`src/sitd_pkg.sv`:
```
package sitd_pkg;

   // Field widths
   localparam int DATA_W      = 32;
   localparam int CHAR_W      = 7;
   localparam int NUM_DIGITS  = 10;
   localparam int BCD_W       = 4 * NUM_DIGITS;
   localparam int BIT_CNT_W   = $clog2(DATA_W);
   localparam int DIGIT_CNT_W = $clog2(NUM_DIGITS + 1);

   // Character codes
   localparam logic [CHAR_W-1:0] ASCII_ZERO  = 7'd48;
   localparam logic [CHAR_W-1:0] ASCII_MINUS = 7'd45;

   // Controller states, one-hot
   typedef enum logic [4:0] {
      ST_IDLE = 5'b00001,
      ST_CONV = 5'b00010,
      ST_SIGN = 5'b00100,
      ST_SKIP = 5'b01000,
      ST_EMIT = 5'b10000
   } state_type;

   // Controller to datapath
   typedef struct packed {
      logic load;        // capture magnitude and sign, clear BCD
      logic conv_step;   // one double-dabble step
      logic digit_shift; // drop the top BCD digit
      logic sel_sign;    // present the minus sign
   } cmd_type;

   // Datapath to controller
   typedef struct packed {
      logic negative;
      logic top_zero;
   } status_type;

endpackage

```
`src/sitd_if.sv`:
```
interface sitd_req_if
   import sitd_pkg::*;
();
   logic                     valid;
   logic                     ready;
   logic signed [DATA_W-1:0] number;

   modport source (output valid, output number, input ready);
   modport sink   (input valid, input number, output ready);
endinterface

interface sitd_rsp_if
   import sitd_pkg::*;
();
   logic              valid;
   logic              ready;
   logic [CHAR_W-1:0] char_code;
   logic              is_last;

   modport source (output valid, output char_code, output is_last, input ready);
   modport sink   (input valid, input char_code, input is_last, output ready);
endinterface

```
`src/sitd_datapath.sv`:
```
module sitd_datapath
   import sitd_pkg::*;
(
   input  logic                     clock,
   input  logic signed [DATA_W-1:0] number,
   input  cmd_type                  cmd,
   output status_type               status,
   output logic [CHAR_W-1:0]        char_code
);

   logic [DATA_W-1:0] bin_ff, bin_in;
   logic [BCD_W-1:0]  bcd_ff, bcd_in;
   logic              neg_ff, neg_in;
   logic [BCD_W-1:0]  bcd_adj;
   logic [DATA_W-1:0] raw;

   assign raw = number;

   // Add-3 correction on every digit of 5 or more
   always_comb begin
      for (int i = 0; i < NUM_DIGITS; i++) begin
         bcd_adj[4*i +: 4] = (bcd_ff[4*i +: 4] >= 4'd5) ?
                             bcd_ff[4*i +: 4] + 4'd3 : bcd_ff[4*i +: 4];
      end
   end

   // Next-state of the conversion registers
   always_comb begin
      bin_in = bin_ff;
      bcd_in = bcd_ff;
      neg_in = neg_ff;
      if (cmd.load) begin
         neg_in = raw[DATA_W-1];
         bin_in = raw[DATA_W-1] ? (~raw + 1'b1) : raw;
         bcd_in = '0;
      end else if (cmd.conv_step) begin
         {bcd_in, bin_in} = {bcd_adj[BCD_W-2:0], bin_ff, 1'b0};
      end else if (cmd.digit_shift) begin
         bcd_in = {bcd_ff[BCD_W-5:0], 4'b0000};
      end
   end

   always_ff @(posedge clock) begin
      bin_ff <= bin_in;
      bcd_ff <= bcd_in;
      neg_ff <= neg_in;
   end

   assign status.negative = neg_ff;
   assign status.top_zero = (bcd_ff[BCD_W-1 -: 4] == 4'd0);

   // Character on the output beat
   assign char_code = cmd.sel_sign ? ASCII_MINUS
                                   : ASCII_ZERO + {3'b000, bcd_ff[BCD_W-1 -: 4]};

endmodule

```
`src/sitd_ctrl.sv`:
```
module sitd_ctrl
   import sitd_pkg::*;
(
   input  logic       clock,
   input  logic       reset,
   input  logic       req_valid,
   output logic       req_ready,
   output logic       rsp_valid,
   input  logic       rsp_ready,
   output logic       rsp_last,
   input  status_type status,
   output cmd_type    cmd
);

   state_type              state_ff, state_in;
   logic [BIT_CNT_W-1:0]   bit_cnt_ff, bit_cnt_in;
   logic [DIGIT_CNT_W-1:0] digit_cnt_ff, digit_cnt_in;

   localparam logic [BIT_CNT_W-1:0]   BIT_LAST   = BIT_CNT_W'(DATA_W - 1);
   localparam logic [DIGIT_CNT_W-1:0] DIGIT_FULL = DIGIT_CNT_W'(NUM_DIGITS);
   localparam logic [DIGIT_CNT_W-1:0] DIGIT_ONE  = DIGIT_CNT_W'(1);

   assign req_ready = (state_ff == ST_IDLE);
   assign rsp_valid = (state_ff == ST_SIGN) || (state_ff == ST_EMIT);
   assign rsp_last  = (state_ff == ST_EMIT) && (digit_cnt_ff == DIGIT_ONE);

   // Sequencer
   always_comb begin
      state_in     = state_ff;
      bit_cnt_in   = bit_cnt_ff;
      digit_cnt_in = digit_cnt_ff;
      cmd          = '0;
      unique case (state_ff)
         ST_IDLE: begin
            if (req_valid) begin
               cmd.load     = 1'b1;
               bit_cnt_in   = BIT_LAST;
               digit_cnt_in = DIGIT_FULL;
               state_in     = ST_CONV;
            end
         end
         ST_CONV: begin
            cmd.conv_step = 1'b1;
            bit_cnt_in    = bit_cnt_ff - 1'b1;
            if (bit_cnt_ff == '0) begin
               state_in = status.negative ? ST_SIGN : ST_SKIP;
            end
         end
         ST_SIGN: begin
            cmd.sel_sign = 1'b1;
            if (rsp_ready) begin
               state_in = ST_SKIP;
            end
         end
         ST_SKIP: begin
            // Leading zeros drop one per cycle; the units digit always stays
            if (status.top_zero && (digit_cnt_ff != DIGIT_ONE)) begin
               cmd.digit_shift = 1'b1;
               digit_cnt_in    = digit_cnt_ff - 1'b1;
            end else begin
               state_in = ST_EMIT;
            end
         end
         ST_EMIT: begin
            if (rsp_ready) begin
               if (digit_cnt_ff == DIGIT_ONE) begin
                  state_in = ST_IDLE;
               end else begin
                  cmd.digit_shift = 1'b1;
                  digit_cnt_in    = digit_cnt_ff - 1'b1;
               end
            end
         end
         default: begin
            state_in = ST_IDLE;
         end
      endcase
   end

   always_ff @(posedge clock) begin
      if (reset) begin
         state_ff     <= ST_IDLE;
         bit_cnt_ff   <= '0;
         digit_cnt_ff <= '0;
      end else begin
         state_ff     <= state_in;
         bit_cnt_ff   <= bit_cnt_in;
         digit_cnt_ff <= digit_cnt_in;
      end
   end

   // An accepted number always starts conversion next cycle
   a_accept_to_conv: assert property (@(posedge clock) disable iff (reset)
      (req_valid && req_ready) |=> (state_ff == ST_CONV))
      else $error("accepted beat did not start conversion");

   // The final beat of a number returns the block to idle
   a_last_to_idle: assert property (@(posedge clock) disable iff (reset)
      (rsp_valid && rsp_ready && rsp_last) |=> (state_ff == ST_IDLE))
      else $error("block not idle after last beat");

   // Digit count stays in range while digits are pending
   a_digit_range: assert property (@(posedge clock) disable iff (reset)
      ((state_ff == ST_SKIP) || (state_ff == ST_EMIT)) |->
      ((digit_cnt_ff != '0) && (digit_cnt_ff <= DIGIT_FULL)))
      else $error("digit count out of range");

   // A sign beat is offered only for negative numbers
   a_sign_neg: assert property (@(posedge clock) disable iff (reset)
      (state_ff == ST_SIGN) |-> status.negative)
      else $error("sign beat for non-negative number");

endmodule

```
`src/signed_int_to_decimal_text.sv`:
```
// Signed 32-bit integer to decimal ASCII text.
// req_chan carries one signed number per beat; rsp_chan returns its text one
// character per beat, most significant first: '-' for negative values, then
// the digits without leading zeros ("0" for zero). is_last marks the final
// digit of each number.
// One number is in flight at a time: req_chan.ready is high only when idle.
// After acceptance the 32-bit magnitude runs through a double-dabble unit,
// one bit per cycle. Leading zero digits are then dropped one per cycle
// (up to 9), and each character takes one beat once rsp_chan.ready is
// high. Each stalled cycle on rsp_chan delays the return to idle and so
// the next accept.
// A stalled receiver simply holds the current character; nothing is lost.
// Reset (synchronous, active high) returns the controller to idle and drops
// any partly sent number.
module signed_int_to_decimal_text
   import sitd_pkg::*;
(
   input  logic clock,
   input  logic reset,
   sitd_req_if.sink   req_chan,
   sitd_rsp_if.source rsp_chan
);

   cmd_type    cmd;
   status_type status;

   sitd_ctrl u_ctrl (
      .clock     (clock),
      .reset     (reset),
      .req_valid (req_chan.valid),
      .req_ready (req_chan.ready),
      .rsp_valid (rsp_chan.valid),
      .rsp_ready (rsp_chan.ready),
      .rsp_last  (rsp_chan.is_last),
      .status    (status),
      .cmd       (cmd)
   );

   sitd_datapath u_datapath (
      .clock     (clock),
      .number    (req_chan.number),
      .cmd       (cmd),
      .status    (status),
      .char_code (rsp_chan.char_code)
   );

endmodule
```
`src/flat_wrapper.sv`:
```
// flat-port wrapper written by rule: the top's interface ports become plain ports
module signed_int_to_decimal_text_flat import sitd_pkg::*;
  (clock, reset, req_chan_valid, req_chan_number, req_chan_ready, rsp_chan_valid, rsp_chan_char_code, rsp_chan_is_last, rsp_chan_ready);
  sitd_req_if req_chan_i ();
  sitd_rsp_if rsp_chan_i ();
  input  logic clock;
  input  logic reset;
  input wire logic [$bits(req_chan_i.valid)-1:0] req_chan_valid;
  input wire logic [$bits(req_chan_i.number)-1:0] req_chan_number;
  output wire logic [$bits(req_chan_i.ready)-1:0] req_chan_ready;
  output wire logic [$bits(rsp_chan_i.valid)-1:0] rsp_chan_valid;
  output wire logic [$bits(rsp_chan_i.char_code)-1:0] rsp_chan_char_code;
  output wire logic [$bits(rsp_chan_i.is_last)-1:0] rsp_chan_is_last;
  input wire logic [$bits(rsp_chan_i.ready)-1:0] rsp_chan_ready;
  assign req_chan_i.valid = req_chan_valid;
  assign req_chan_i.number = req_chan_number;
  assign req_chan_ready = req_chan_i.ready;
  assign rsp_chan_valid = rsp_chan_i.valid;
  assign rsp_chan_char_code = rsp_chan_i.char_code;
  assign rsp_chan_is_last = rsp_chan_i.is_last;
  assign rsp_chan_i.ready = rsp_chan_ready;
  signed_int_to_decimal_text u_core (.clock(clock), .reset(reset), .req_chan(req_chan_i), .rsp_chan(rsp_chan_i));
endmodule
```
`config.mk`:
```
export PLATFORM = sky130hd
export DESIGN_NAME = signed_int_to_decimal_text_flat
export DESIGN_NICKNAME = d
export VERILOG_FILES = /design/src/sitd_pkg.sv /design/src/sitd_if.sv /design/src/sitd_datapath.sv /design/src/sitd_ctrl.sv /design/src/signed_int_to_decimal_text.sv /design/src/flat_wrapper.sv
export SDC_FILE = /design/constraint.sdc
export NUM_CORES = 1
export LEC_CHECK = 0
export ABC_AREA = 1
export BUFFER_PORTS_ARGS = -buffer_cell sky130_fd_sc_hd__buf_2
export CORE_UTILIZATION = 55
export CTS_CLUSTER_DIAMETER = 40
export DETAILED_ROUTE_END_ITERATION = 8
export GPL_TIMING_DRIVEN = 1
export PLACE_DENSITY = 0.78
export RECOVER_POWER = 50
export REMOVE_ABC_BUFFERS = 1
export SYNTH_ARGS = -nofsm -noshare
export SYNTH_HDL_FRONTEND = slang
export SYNTH_SLANG_ARGS = --single-unit
```
`constraint.sdc`:
```
create_clock -name clock -period 3 [get_ports clock]
set_clock_uncertainty 0.15 [all_clocks]
set_input_delay 0.6 -clock clock [delete_from_list [all_inputs] [get_ports clock]]
set_output_delay 0.6 -clock clock [all_outputs]
set_load 0.01 [all_outputs]
```
# Word level (Yosys, flattened, before mapping)
# Cells that the tools add are included.
[word_totals]
input_bits = 36
register_bits = 87
wordCells = 97
output_inout_bits = 10
[classes]
reduce_logical = 12
bitwise = 1
magnitude_cmp = 10
n_addsub = 14
eq_ne = 15
muxes = 39
[ops]
columns = ["cell", "count"]
rows = [
  ["$mux W32", 3],
  ["$mux W40", 2],
  ["$mux W4", 14],
  ["$ge A4 B3 Y1 const B", 10],
  ["$add A4 B2 Y4 const B", 9],
  ["$mux W5", 7],
  ["$add A32 B1 Y32 const B", 1],
  ["$not A32 Y32", 1],
  ["$pmux W5 S5", 1],
  ["$ne A2 B2 Y1 const B", 7],
  ["$pmux W4 S3", 1],
  ["$pmux W5 S2", 1],
  ["$add A6 B4 Y7 const A", 1],
  ["$mux W1", 7],
  ["$mux W7", 1],
  ["$reduce_and A6 Y1", 1],
  ["$reduce_bool A2 Y1", 3],
  ["$eq A5 B1 Y1 const B", 1],
  ["$eq A5 B2 Y1 const B", 1],
  ["$eq A5 B3 Y1 const B", 1],
  ["$eq A5 B4 Y1 const B", 1],
  ["$eq A5 B5 Y1 const B", 1],
  ["$logic_not A5 Y1", 1],
  ["$reduce_and A5 Y1", 1],
  ["13 further kinds", 14],
]

# Depth between registers and ports, before layout
# Gate-level depths: netlist of run 1.
[logic_depth]
ltp_word = 6
mapped_depth = 11
depth_no_buf = 11

# Modules after synthesis
# Synthesis of run 1 repeated with hierarchy kept, for this count alone.
[unflattened]
hier_cells = 823
hier_area_um2 = 5858.1
[by_module_without_submodules]
columns = ["mod", "area_per_inst_um2", "cells_each", "instances", "seq_area_each_um2"]
rows = [
  ["sitd_datapath", 4890.9, 677, 1, 1791.7],
  ["sitd_ctrl", 967.2, 146, 1, 280.3],
]

# Worst setup path before layout of run 1
# Ideal clock, no wire load.
[synth_timing]
kind = "register to register"
startpoint = "register u_core.u_ctrl.state_ff[2]"
endpoint = "register u_core.u_ctrl.bit_cnt_ff[3]"
path_stages_with_launch = 9
setup_slack_ns = 0.707
synth_period_minus_slack_ns = 2.293
n_path_buf = 0
setup_time_ns = 0.128
arrival_ns = 2.015
cell_sequence = "dfxtp_1 -> nor2_2 -> nand2_1 -> nor2_2 -> nand2_2 -> nand2_1 -> inv_1 -> nand2_1 -> a21oi_1"
[synth_via]
elab_chain_cells = 3
elab_cells_between_ends = 6
classes_between = "eq/ne: 3; mux: 1; reduce/logical: 2"
[synth_rtl]
columns = ["item", "line", "text"]
rows = [
  ["from (decl)", "sitd_ctrl.sv:15", "state_type state_ff, state_in;"],
  ["from (signal assigned)", "sitd_ctrl.sv:86", "state_ff <= state_in;"],
  ["$eq A5 B1 Y1 *", "n/a", ""],
  ["net req_chan_ready", "flat_wrapper.sv:10", "output wire logic [$bits(req_chan_i.ready)-1:0] req_chan_ready;"],
  ["$ne A2 B2 Y1 (no line) or $reduce_bool A2 Y1 (tied branches)", "n/a", ""],
  ["$reduce_and A2 Y1 (no line)", "n/a", ""],
  ["to (signal assigned)", "sitd_ctrl.sv:87", "bit_cnt_ff <= bit_cnt_in;"],
  ["to (decl)", "sitd_ctrl.sv:16", "logic [BIT_CNT_W-1:0] bit_cnt_ff, bit_cnt_in;"],
]
# The timed path passes the listed nets; every way through them passes the cells marked *.
# A chain may end at the register's enable or synchronous reset.

# Final worst setup path of run 1
[layout_timing]
startpoint = "register u_core.u_ctrl.state_ff[2]"
endpoint = "register u_core.u_datapath.bin_ff[8] (enable)"
[layout_via]
elab_chain_cells = 3
elab_cells_between_ends = 5
classes_between = "eq/ne: 2; mux: 2; reduce/logical: 1"
[layout_rtl]
columns = ["item", "line", "text"]
rows = [
  ["$eq A5 B2 Y1 or $eq A5 B1 Y1 (tied branches)", "sitd_ctrl.sv:33", "unique case (state_ff)"],
  ["$mux W1", "sitd_ctrl.sv:33", ""],
  ["$reduce_bool A2 Y1 (no line) *", "n/a", ""],
  ["to (signal assigned)", "sitd_datapath.sv:44", "bin_ff <= bin_in;"],
  ["to (decl)", "sitd_datapath.sv:11", "logic [DATA_W-1:0] bin_ff, bin_in;"],
]
# Every way passes the cells marked *; elsewhere a longest branch is shown, timed or not.

==> results of run 1 <==
## registers in the layout (all words and copies together), names as in the netlist
signal / cells
u_core.u_datapath.bin_ff: 32
u_core.u_ctrl.state_ff: 5
u_core.u_datapath.bcd_ff: 40
u_core.u_datapath.neg_ff: 1
u_core.u_ctrl.digit_cnt_ff: 4
u_core.u_ctrl.bit_cnt_ff: 5
## logic make-up (layout without fill, tap and decap cells)
kind of cell / after synthesis / after routing / synth area share, %
other cells: 2 / 2 / 0.129
flops: 87 / 87 / 35.7
compound gates: 173 / 173 / 15.3
xor+xnor: 19 / 19 / 2.87
simple gates: 432 / 432 / 31.6
buf+inv: 120 / 156 / 8.95
fa+ha+maj: 25 / 25 / 5.39
## layout make-up
class / instances / area (um2) / area share (%)
Multi-Input combinational cell: 651 / 3190 / 51.3
Sequential cell: 87 / 2070 / 33.3
Timing Repair Buffer: 53 / 275 / 4.43
Tap cell: 136 / 170 / 2.74
Clock buffer: 10 / 138 / 2.21
Clock inverter: 6 / 45.0 / 0.724
Inverter: 87 / 327 / 5.25
## Yosys cell counts (all sizes together)
cell type,count
nand2,252
o21ai,94
inv,87
nor2,81
nand3,70
a21oi,69
dfxtp,54
edfxtp,33
buf,29
ha,25
nand4,18
xor2,12
o211ai,8
xnor2,7
clkbuf,4
and2,3
nor3,3
conb,2
o22ai,2
or2,2
nand3b,1
nor3b,1
nor4,1
## per-layer routing
metal  up-vias  global-route usage, %  wire [um]
met5         -                      0          0
met4         0                   8.25        223
met3        15                   4.62        591
met2       120                   41.2       5820
met1      2383                   30.2       5990
li1       2878                      -          -
## path summary, 6_finish.rpt
| check | start | end | slack, ps | depth (start not counted) |
|---|---|---|---|---|
| max | u_core.u_ctrl.state_ff[2] | u_core.u_datapath.bin_ff[8] | 580 | 6 |
| min reg2reg | u_core.u_datapath.bcd_ff[27] | u_core.u_datapath.bcd_ff[27] | 320 | 2 |
| max reg2reg | u_core.u_ctrl.state_ff[2] | u_core.u_datapath.bin_ff[8] | 580 | 6 |
| min | u_core.u_datapath.bcd_ff[27] | u_core.u_datapath.bcd_ff[27] | 320 | 2 |
## where the power goes
| group | total [mW] | internal, mW | switching (mW) |
|---|---|---|---|
| logic | 1.70 | 0.559 | 1.14 |
| registers | 1.94 | 1.73 | 0.206 |
| clock network | 0.763 | 0.326 | 0.437 |
## critical path: stages, from the launching register on
cell	delay [ps]
dfxtp_1	340
nor2_1	260
nand2_1	110
nor2_2	160
nand2_1	170
nand2_1	190
clkbuf_2	650
==> out/metrics.csv, run 1 <==
stage;metric;value;unit
run_status;outcome;finished clean;
pwr;power-per-cell-area;708;nW/um2
hold_path;holdCritPathClass;reg -> reg;
routing;via_per_inst;5.24;
setup_path;critPathLaunchType;register;
grt;grt_pass1_vias;4922;
synth;syn_avg_cell_area;6.76;um2
final_layout;layout.cell_area.non_filler;6220;um2
floorplanning;core;10300;um2
final_layout;mostFrequentLayoutCell;nand2_1;
routing;detailroute.via_count;5396;
synth;synth.yosys.seq_area_share;35.7;%
clocking;holdBufCountCts;0;
final_layout;layout.cells.most_common_list;nand2_1 (251), o21ai_0 (90), inv_1 (84);
synth;yosysUniqueCellTypes;33;
timing;top_achievable_clock_speed;413;MHz
synth;synth_top_cell_by_area;dfxtp_1;
timing;report.final.hold_viol_count;0;
synth;synth.top_cell.area_share;18.6;%
timing;rsz0062_at_grt;false;
clocking;clock_root_cell;clkbuf_8;
final_layout;fraction_of_final_layout_cells_with_drive_strength_greater_than_1;8.39;%
final_layout;insertedDiodeCount;0;
place;place_hpwl;8970;um
synth;synth-seq-cells;87;
floorplanning;die_area;11000;um2
clocking;post_cts.resized_instances;0;
timing;post-route-period-util;80.8;%
synth;netlist_instances;858;
grt;globalRouteTotalUtil;24.0;%
grt;grt.overflow.total;0;
pwr;leakagePower;2.72;nW
timing;finalMaxSlewViolations;0;
routing;drt-wirelength-per-cell;12.3;um
final_layout;stdcell_count;1030;
place;worst_setup_slack_before_clock_tree_synthesis;630;ps
place;routability_congestion;0.884;
pwr;irDropWorstVdd;0.000377;V
timing;final_period_minus_worst_setup_slack;2420;ps
routing;final_antenna_net_count;0;
timing;max_slew.worst_pin.slew;1110;ps
floorplanning;floorplan.initialDensity;56.5;%
routing;drtIter0Drc;298;
setup_path;crit_path_required_time;2850;ps
routing;post-route-drc-count;0;
setup_path;arrival;2270;ps
grt;grt_pass1_wl;21600;um
timing;number_of_setup_violations_in_the_final_report;0;
clocking;cts_max_path_buffers;2;
place;placed_cells;1014;
place;portBuffers;43;
final_layout;areaGrowthSynthToFinish;7.18;%
final_layout;final.fill_count;1016;
clocking;clkSlewWorstSetupHoldPaths;90;ps
timing;setup_tns;0;ps
setup_path;end_kind;register;
run;cap_viol_max_count;0;
synth;syn_area;5800;um2
place;place_area;6070;um2
floorplanning;num_rows;37;
clocking;clock_sinks;87;
grt;grt_antenna_before_repair;0;
setup_path;cp_max_fo;32;
grt;grt_max_degree;37;
timing;final_critical_path_setup_slack;577;ps
floorplanning;io_pins;46;
clocking;cts_max_level;3;
clocking;insertion_delay;360;ps
clocking;cts_inserted_buffers;9;
synth;synthesis.yosys.warnings;0;
clocking;post-cts-setup-buffers;0;
timing;worst_hold_slack;319;ps
routing;drt_wl_total;12600;um
clocking;tritoncts;done;
floorplanning;dieWidth;105;um
pwr;totalPowerFinal;4.40;mW
final_layout;finalCoreUtilization;60.5;%
routing;dr.pass1.iters;5;
synth;synth_area_leaders;dfxtp_1 (19%), edfxtp_1 (17%), nand2_1 (16%);
final_layout;nets;950;
floorplanning;die_height;105;um
timing;slew_headroom;26.0;%
setup_path;setup.worst_path.class;reg -> reg;
Note: power is estimated with default switching activity, not from simulation.
==> inputs of run 2 (changes only) <==
==> constraint.sdc (replaced) <==
create_clock -name clock -period 2.4 [get_ports clock]
set_clock_uncertainty 0.15 [all_clocks]
set_input_delay 0.48 -clock clock [delete_from_list [all_inputs] [get_ports clock]]
set_output_delay 0.48 -clock clock [all_outputs]
set_load 0.01 [all_outputs]
==> run 2 against run 1 <==
  * Final area up 1.1%
  * Critical endpoint is now u_core.u_datapath.bin_ff[9]
  * First-iteration DRC count up 45%
  * Sequential power up 25%
  * Register-to-register slack worse by 320 ps
  * Largest power group unchanged
  * Largest cell class unchanged
==> out/metrics.csv, run 2 (synthesis gave the netlist of run 1 again) <==
stage;metric;value;unit;change
place;place_area;6120;um2;+0.82%
setup_path;critical-path-max-stage-delay;450;ps;-200 ps
grt;grt_pass1_wl;22600;um;+4.6%
final_layout;final.fill_count;1002;;-1.4%
routing;detailroute.via_count;5513;;+2.2%
timing;rsz0062_at_grt;false;;
pwr;internal-power;3.41;mW;+30%
clocking;cts_inserted_buffers;9;;unchanged
clocking;insertion_delay;360;ps;about the same
clocking;clock_root_cell;clkbuf_8;;
setup_path;reg2reg_setup_slack;260;ps;-320 ps
setup_path;cp_max_fo;36;;+13%
clocking;post-cts-setup-buffers;0;;unchanged
final_layout;mostFrequentLayoutCell;nand2_1;;
pwr;clock_power_share;19.1;%;+1.8 points
final_layout;layout.cell_area.non_filler;6290;um2;+1.1%
routing;dr.pass1.iters;5;;unchanged
place;place_hpwl;9210;um;+2.8%
setup_path;critical-path-slowest-cell;buf_2;;
timing;finalMaxSlewViolations;0;;unchanged
setup_path;crit_path_required_time;2240;ps;-610 ps
routing;drt_wl_total;12800;um;+1.0%
final_layout;stdcell_count;1035;;+0.49%
run_status;outcome;finished clean;;
routing;drt-wirelength-per-cell;12.3;um;+0.55%
hold_path;holdCritPathClass;in -> reg;;
floorplanning;dieWidth;105;um;unchanged
floorplanning;core;10300;um2;unchanged
clocking;cts_max_path_buffers;2;;unchanged
pwr;power-per-cell-area;901;nW/um2;+27%
final_layout;nets;955;;+0.53%
grt;grt_util_met1;32.8;%;+2.6 points
clocking;holdBufCountCts;0;;unchanged
pwr;power_switching_share;39.9;%;-0.65 points
floorplanning;die_area;11000;um2;unchanged
final_layout;max_flop_register;u_core.u_datapath.bcd_ff;;
grt;use_met3;2.81;%;-1.8 points
final_layout;register_area;2070;um2;unchanged
run;cap_viol_max_count;0;;unchanged
timing;final_period_minus_worst_setup_slack;2140;ps;-284 ps
place;portBuffers;43;;unchanged
clocking;post_cts.resized_instances;0;;unchanged
timing;report.final.hold_viol_count;0;;unchanged
pwr;leakagePower;2.75;nW;+1.2%
routing;via_per_inst;5.33;;+1.7%
routing;final_antenna_net_count;0;;unchanged
pwr;p_seq_share;42.9;%;-1.1 points
setup_path;critPathLaunchType;register;;
final_layout;area_of_the_multi_input_gates;3200;um2;+0.12%
floorplanning;num_rows;37;;unchanged
timing;top_achievable_clock_speed;467;MHz;+13%
grt;grt_most_used_layer;met2;;
final_layout;areaGrowthSynthToFinish;8.41;%;
routing;drtIter0Drc;433;;+45%
setup_path;worst-r2r-cell-count;5;;-1
place;routability_congestion;0.928;;+5.0%
place;placed_cells;1019;;+0.49%
setup_path;cp_cell_sequence;nor2_2 -> nand3_1 -> buf_4 -> nand2_1 -> buf_2;;
timing;slew_headroom;54.0;%;+28 points
clocking;clock_sinks;87;;unchanged
final_layout;top_registers;u_core.u_datapath.bcd_ff (40), u_core.u_datapath.bin_ff (32);;
clocking;tritoncts;done;;
final_layout;largest_reg_flops;40;;unchanged
timing;post-route-period-util;89.1;%;+8.4 points
floorplanning;floorplan.initialDensity;56.5;%;unchanged
timing;number_of_setup_violations_in_the_final_report;0;;unchanged
grt;globalRouteTotalUtil;24.8;%;+0.78 points
pwr;totalPowerFinal;5.66;mW;+29%
hold_path;hold_path_depth;2;;unchanged
routing;post-route-drc-count;0;;unchanged
pwr;irDropWorstVdd;0.000511;V;+36%
final_layout;fraction_of_final_layout_cells_with_drive_strength_greater_than_1;9.34;%;+0.95 points
final_layout;layout.cells.most_common_list;nand2_1 (250), o21ai_0 (90), inv_1 (82);;
setup_path;arrival;1980;ps;-290 ps
setup_path;source_of_the_critical_timing_path;u_core.u_ctrl.state_ff[2];;
floorplanning;die_height;105;um;unchanged
grt;global_route.usage.met2;42.2;%;+1.1 points
grt;grt_pass1_vias;5062;;+2.8%
setup_path;end_kind;register;;
pwr;p_comb_share;37.9;%;-0.7 points
setup_path;setup.worst_path.class;reg -> reg;;
final_layout;insertedDiodeCount;0;;unchanged
clocking;clkSlewWorstSetupHoldPaths;100;ps;about the same
hold_path;worstHoldStart;reset;;
grt;grt_max_degree;38;;+2.7%
setup_path;worstReg2RegStart;u_core.u_ctrl.state_ff[2];;
grt;grt_antenna_before_repair;0;;unchanged
timing;max_slew.worst_pin.slew;689;ps;-420 ps
clocking;cts_max_level;3;;unchanged
floorplanning;io_pins;46;;unchanged
pwr;power_switching;2.26;mW;+27%
grt;grt.overflow.total;0;;unchanged
==> run 2: through the flow <==
step | utilization, % | TNS, ps | worst slack [ps] | hold slack, ps
final | 61.2 | 0 | 261 | 237
after global routing | 61.2 | 0 | 67.6 | 239
after CTS | 61.6 | 0 | 316 | 222
after detailed placement | 59.5 | 0 | 220 | 310
after global placement | 59.5 | 0 | 262 | 301
after floorplan | - | -33000 | -571 | 291
==> run 2: routing by layer <==
layer	share of wire (%)	up-vias	wire (um)
met5	0	-	0
met4	1.7	0	212
met3	4.2	23	532
met2	46	125	5930
met1	48	2469	6080
li1	-	2896	-
==> run 2: power groups by stage <==
stage	clock (mW)	combinational, mW	sequential [mW]
finish	1.08	2.15	2.43
global route	1.16	2.51	2.49
CTS	1.11	2.21	2.43
detailed placement	0	2.20	2.45
global placement	0	2.16	2.45
floorplan	0	1.58	2.39
==> run 2: critical path, delay by kind of cell, from the launching register on <==
family	cells	cell delay, ps
DFF	1	350
and+or+nand+nor	3	500
buffers and inverters	2	750
==> run 2: path summary, 6_finish.rpt <==
path / end
min reg2reg: u_core.u_datapath.bcd_ff[27]
max reg2reg: u_core.u_datapath.bin_ff[9]
max: u_core.u_datapath.bin_ff[9]
min: u_core.u_ctrl.digit_cnt_ff[2]
==> run 2: final cells by class <==
| type | count | area share, % |
|---|---|---|
| clock buffer | 10 | 2.19 |
| sequential | 87 | 32.9 |
| multi-input combinational | 651 | 50.8 |
| clock inverter | 6 | 1.09 |
| inverter | 87 | 5.19 |
| timing repair buffer | 58 | 5.07 |
| tap | 136 | 2.71 |
==> inputs of run 3 (changes only) <==
==> constraint.sdc (replaced) <==
create_clock -name clock -period 2.2 [get_ports clock]
set_clock_uncertainty 0.15 [all_clocks]
set_input_delay 0.44 -clock clock [delete_from_list [all_inputs] [get_ports clock]]
set_output_delay 0.44 -clock clock [all_outputs]
set_load 0.01 [all_outputs]
==> run 3 against run 2 <==
  * Register-to-register slack worse by 60 ps
  * Global-route usage about the same
  * Via count grew 0.63%
  * Wire length is 0.59% lower
  * Final cell count unchanged
  * Combinational power rose by 11%
  * Sequential cell count unchanged
  * Total power grew 9.1%
  * First-iteration DRC count fell by 28%
  * Critical path type is now reg -> out
  * Largest cell class unchanged
==> out/metrics.csv, run 3 (synthesis gave the netlist of run 1 again) <==
stage;metric;value;unit;change
place;routability_congestion;0.894;;-3.7%
routing;via_per_inst;5.36;;+0.63%
pwr;clock_power_share;18.6;%;-0.5 points
setup_path;critPathLaunchType;register;;
place;place_area;6160;um2;+0.61%
grt;grt_max_degree;46;;+21%
floorplanning;num_rows;37;;unchanged
clocking;clkSlewWorstSetupHoldPaths;90;ps;about the same
floorplanning;die_height;105;um;unchanged
final_layout;top_registers;u_core.u_datapath.bcd_ff (40), u_core.u_datapath.bin_ff (32);;
grt;grt_most_used_layer;met2;;
run;cap_viol_max_count;0;;unchanged
grt;grt_pass1_wl;22400;um;-1.1%
floorplanning;core;10300;um2;unchanged
clocking;cts_max_path_buffers;2;;unchanged
pwr;p_seq_share;42.9;%;about the same
timing;final_period_minus_worst_setup_slack;2030;ps;
timing;top_achievable_clock_speed;494;MHz;
floorplanning;floorplan.initialDensity;56.5;%;unchanged
pwr;leakagePower;2.79;nW;+1.3%
routing;drt-wirelength-per-cell;12.2;um;-0.59%
final_layout;max_flop_register;u_core.u_datapath.bcd_ff;;
hold_path;holdCritPathClass;in -> reg;;
grt;global_route.usage.met2;42.1;%;-0.095 points
grt;grt_pass1_vias;5111;;+0.97%
grt;grt_util_met1;31.4;%;-1.4 points
final_layout;insertedDiodeCount;0;;unchanged
place;portBuffers;43;;unchanged
pwr;internal-power;3.71;mW;+9.0%
routing;drtIter0Drc;312;;-28%
setup_path;arrival;1440;ps;-540 ps
timing;post-route-period-util;92.1;%;
setup_path;setup.worst_path.class;reg -> out;;
pwr;power-per-cell-area;976;nW/um2;+8.4%
final_layout;layout.cell_area.non_filler;6330;um2;+0.66%
clocking;post_cts.resized_instances;0;;unchanged
final_layout;finalCoreUtilization;61.6;%;+0.40 points
clocking;clock_root_cell;clkbuf_8;;
final_layout;layout.cells.most_common_list;nand2_1 (250), o21ai_0 (90), inv_1 (82);;
place;place_hpwl;9220;um;about the same
routing;post-route-drc-count;0;;unchanged
timing;number_of_setup_violations_in_the_final_report;0;;unchanged
timing;rsz0062_at_grt;false;;
clocking;cts_inserted_buffers;9;;unchanged
grt;grt.overflow.total;0;;unchanged
timing;setup_tns;0;ps;unchanged
setup_path;end_kind;output pin;;
clocking;holdBufCountCts;0;;unchanged
grt;grt_antenna_before_repair;0;;unchanged
clocking;tritoncts;done;;
grt;globalRouteTotalUtil;24.8;%;+0.040 points
clocking;insertion_delay;370;ps;about the same
timing;finalMaxSlewViolations;0;;unchanged
floorplanning;dieWidth;105;um;unchanged
pwr;power_switching;2.47;mW;+9.3%
run_status;outcome;finished clean;;
final_layout;nets;955;;unchanged
floorplanning;io_pins;46;;unchanged
routing;drt_wl_total;12700;um;-0.59%
final_layout;mostFrequentLayoutCell;nand2_1;;
floorplanning;die_area;11000;um2;unchanged
pwr;p_comb_share;38.5;%;+0.6 points
final_layout;largest_reg_flops;40;;unchanged
setup_path;crit_path_required_time;1610;ps;-630 ps
clocking;clock_sinks;87;;unchanged
routing;final_antenna_net_count;0;;unchanged
final_layout;final.fill_count;996;;-0.60%
timing;report.final.hold_viol_count;0;;unchanged
pwr;power_switching_share;39.9;%;+0.070 points
routing;detailroute.via_count;5548;;+0.63%
grt;use_met3;3.49;%;+0.69 points
routing;dr.pass1.iters;5;;unchanged
pwr;irDropWorstVdd;0.000493;V;-3.5%
clocking;cts_max_level;3;;unchanged
setup_path;cp_max_fo;5;;-86%
final_layout;areaGrowthSynthToFinish;9.12;%;
final_layout;fraction_of_final_layout_cells_with_drive_strength_greater_than_1;10.0;%;+0.67 points
clocking;post-cts-setup-buffers;0;;unchanged
run 3: cell count changes in the layout (fill, tap and decap cells not counted), sizes merged:
cell,previous run,this run
clkbuf,18,10
clkinvlp,1,0
buf,50,57
inv,88,90
run 3: metal layers:
metal,part of all wire [%],vias up,wire length (um)
met5,0,-,0
met2,47,109,5970
li1,-,2902,-
met3,3.8,22,478
met1,47,2515,5980
met4,1.9,0,247
run 3: cell type report:
class,instances,area (um2),area share [%]
multi-input cells,651,3200,50.6
flip-flops and latches,87,2070,32.7
repair buffers,58,357,5.63
inverters,87,327,5.16
well taps,136,170,2.69
clock buffers,9,124,1.96
clock inverters,7,78.8,1.25
run 3: per-stage QoR:
stage | std cells | hold slack [ps] | setup slack, ps | power (mW)
3_3_place_gp | 1019 | 300 | 140 | 5.08
3_5_place_dp | 1019 | 304 | 77.3 | 5.14
4_1_cts | 1035 | 181 | 157 | 6.30
2_1_floorplan | 825 | 291 | -771 | 4.33
6_report | 1035 | 199 | 174 | 6.18
5_1_grt | 1035 | 204 | 42.4 | 6.72
run 3: final timing paths:
path                                  end                     startpoint  slack (ps)  depth (start not counted)
max reg2reg  u_core.u_datapath.bcd_ff[26]      u_core.u_ctrl.state_ff[2]         200                          7
min reg2reg  u_core.u_datapath.bcd_ff[27]   u_core.u_datapath.bcd_ff[27]         320                          2
max                      rsp_chan_is_last  u_core.u_ctrl.digit_cnt_ff[0]         170                          6
min           u_core.u_ctrl.bit_cnt_ff[4]                          reset         200                          2
run 3: worst max-delay path, stage by stage, from the launching register on:
cell and delay, ps:
dfxtp_1 400, ha_1 180, nand2_1 50, nor2_1 170
nand2_1 100, inv_1 50, buf_2 120
run 3: power groups by stage:
| stage | Sequential (mW) | Combinational, mW | Clock [mW] |
|---|---|---|---|
| floorplan | 2.61 | 1.72 | 0 |
| global placement | 2.67 | 2.42 | 0 |
| detailed placement | 2.68 | 2.46 | 0 |
| CTS | 2.65 | 2.47 | 1.18 |
| global route | 2.71 | 2.75 | 1.25 |
| finish | 2.65 | 2.38 | 1.15 |
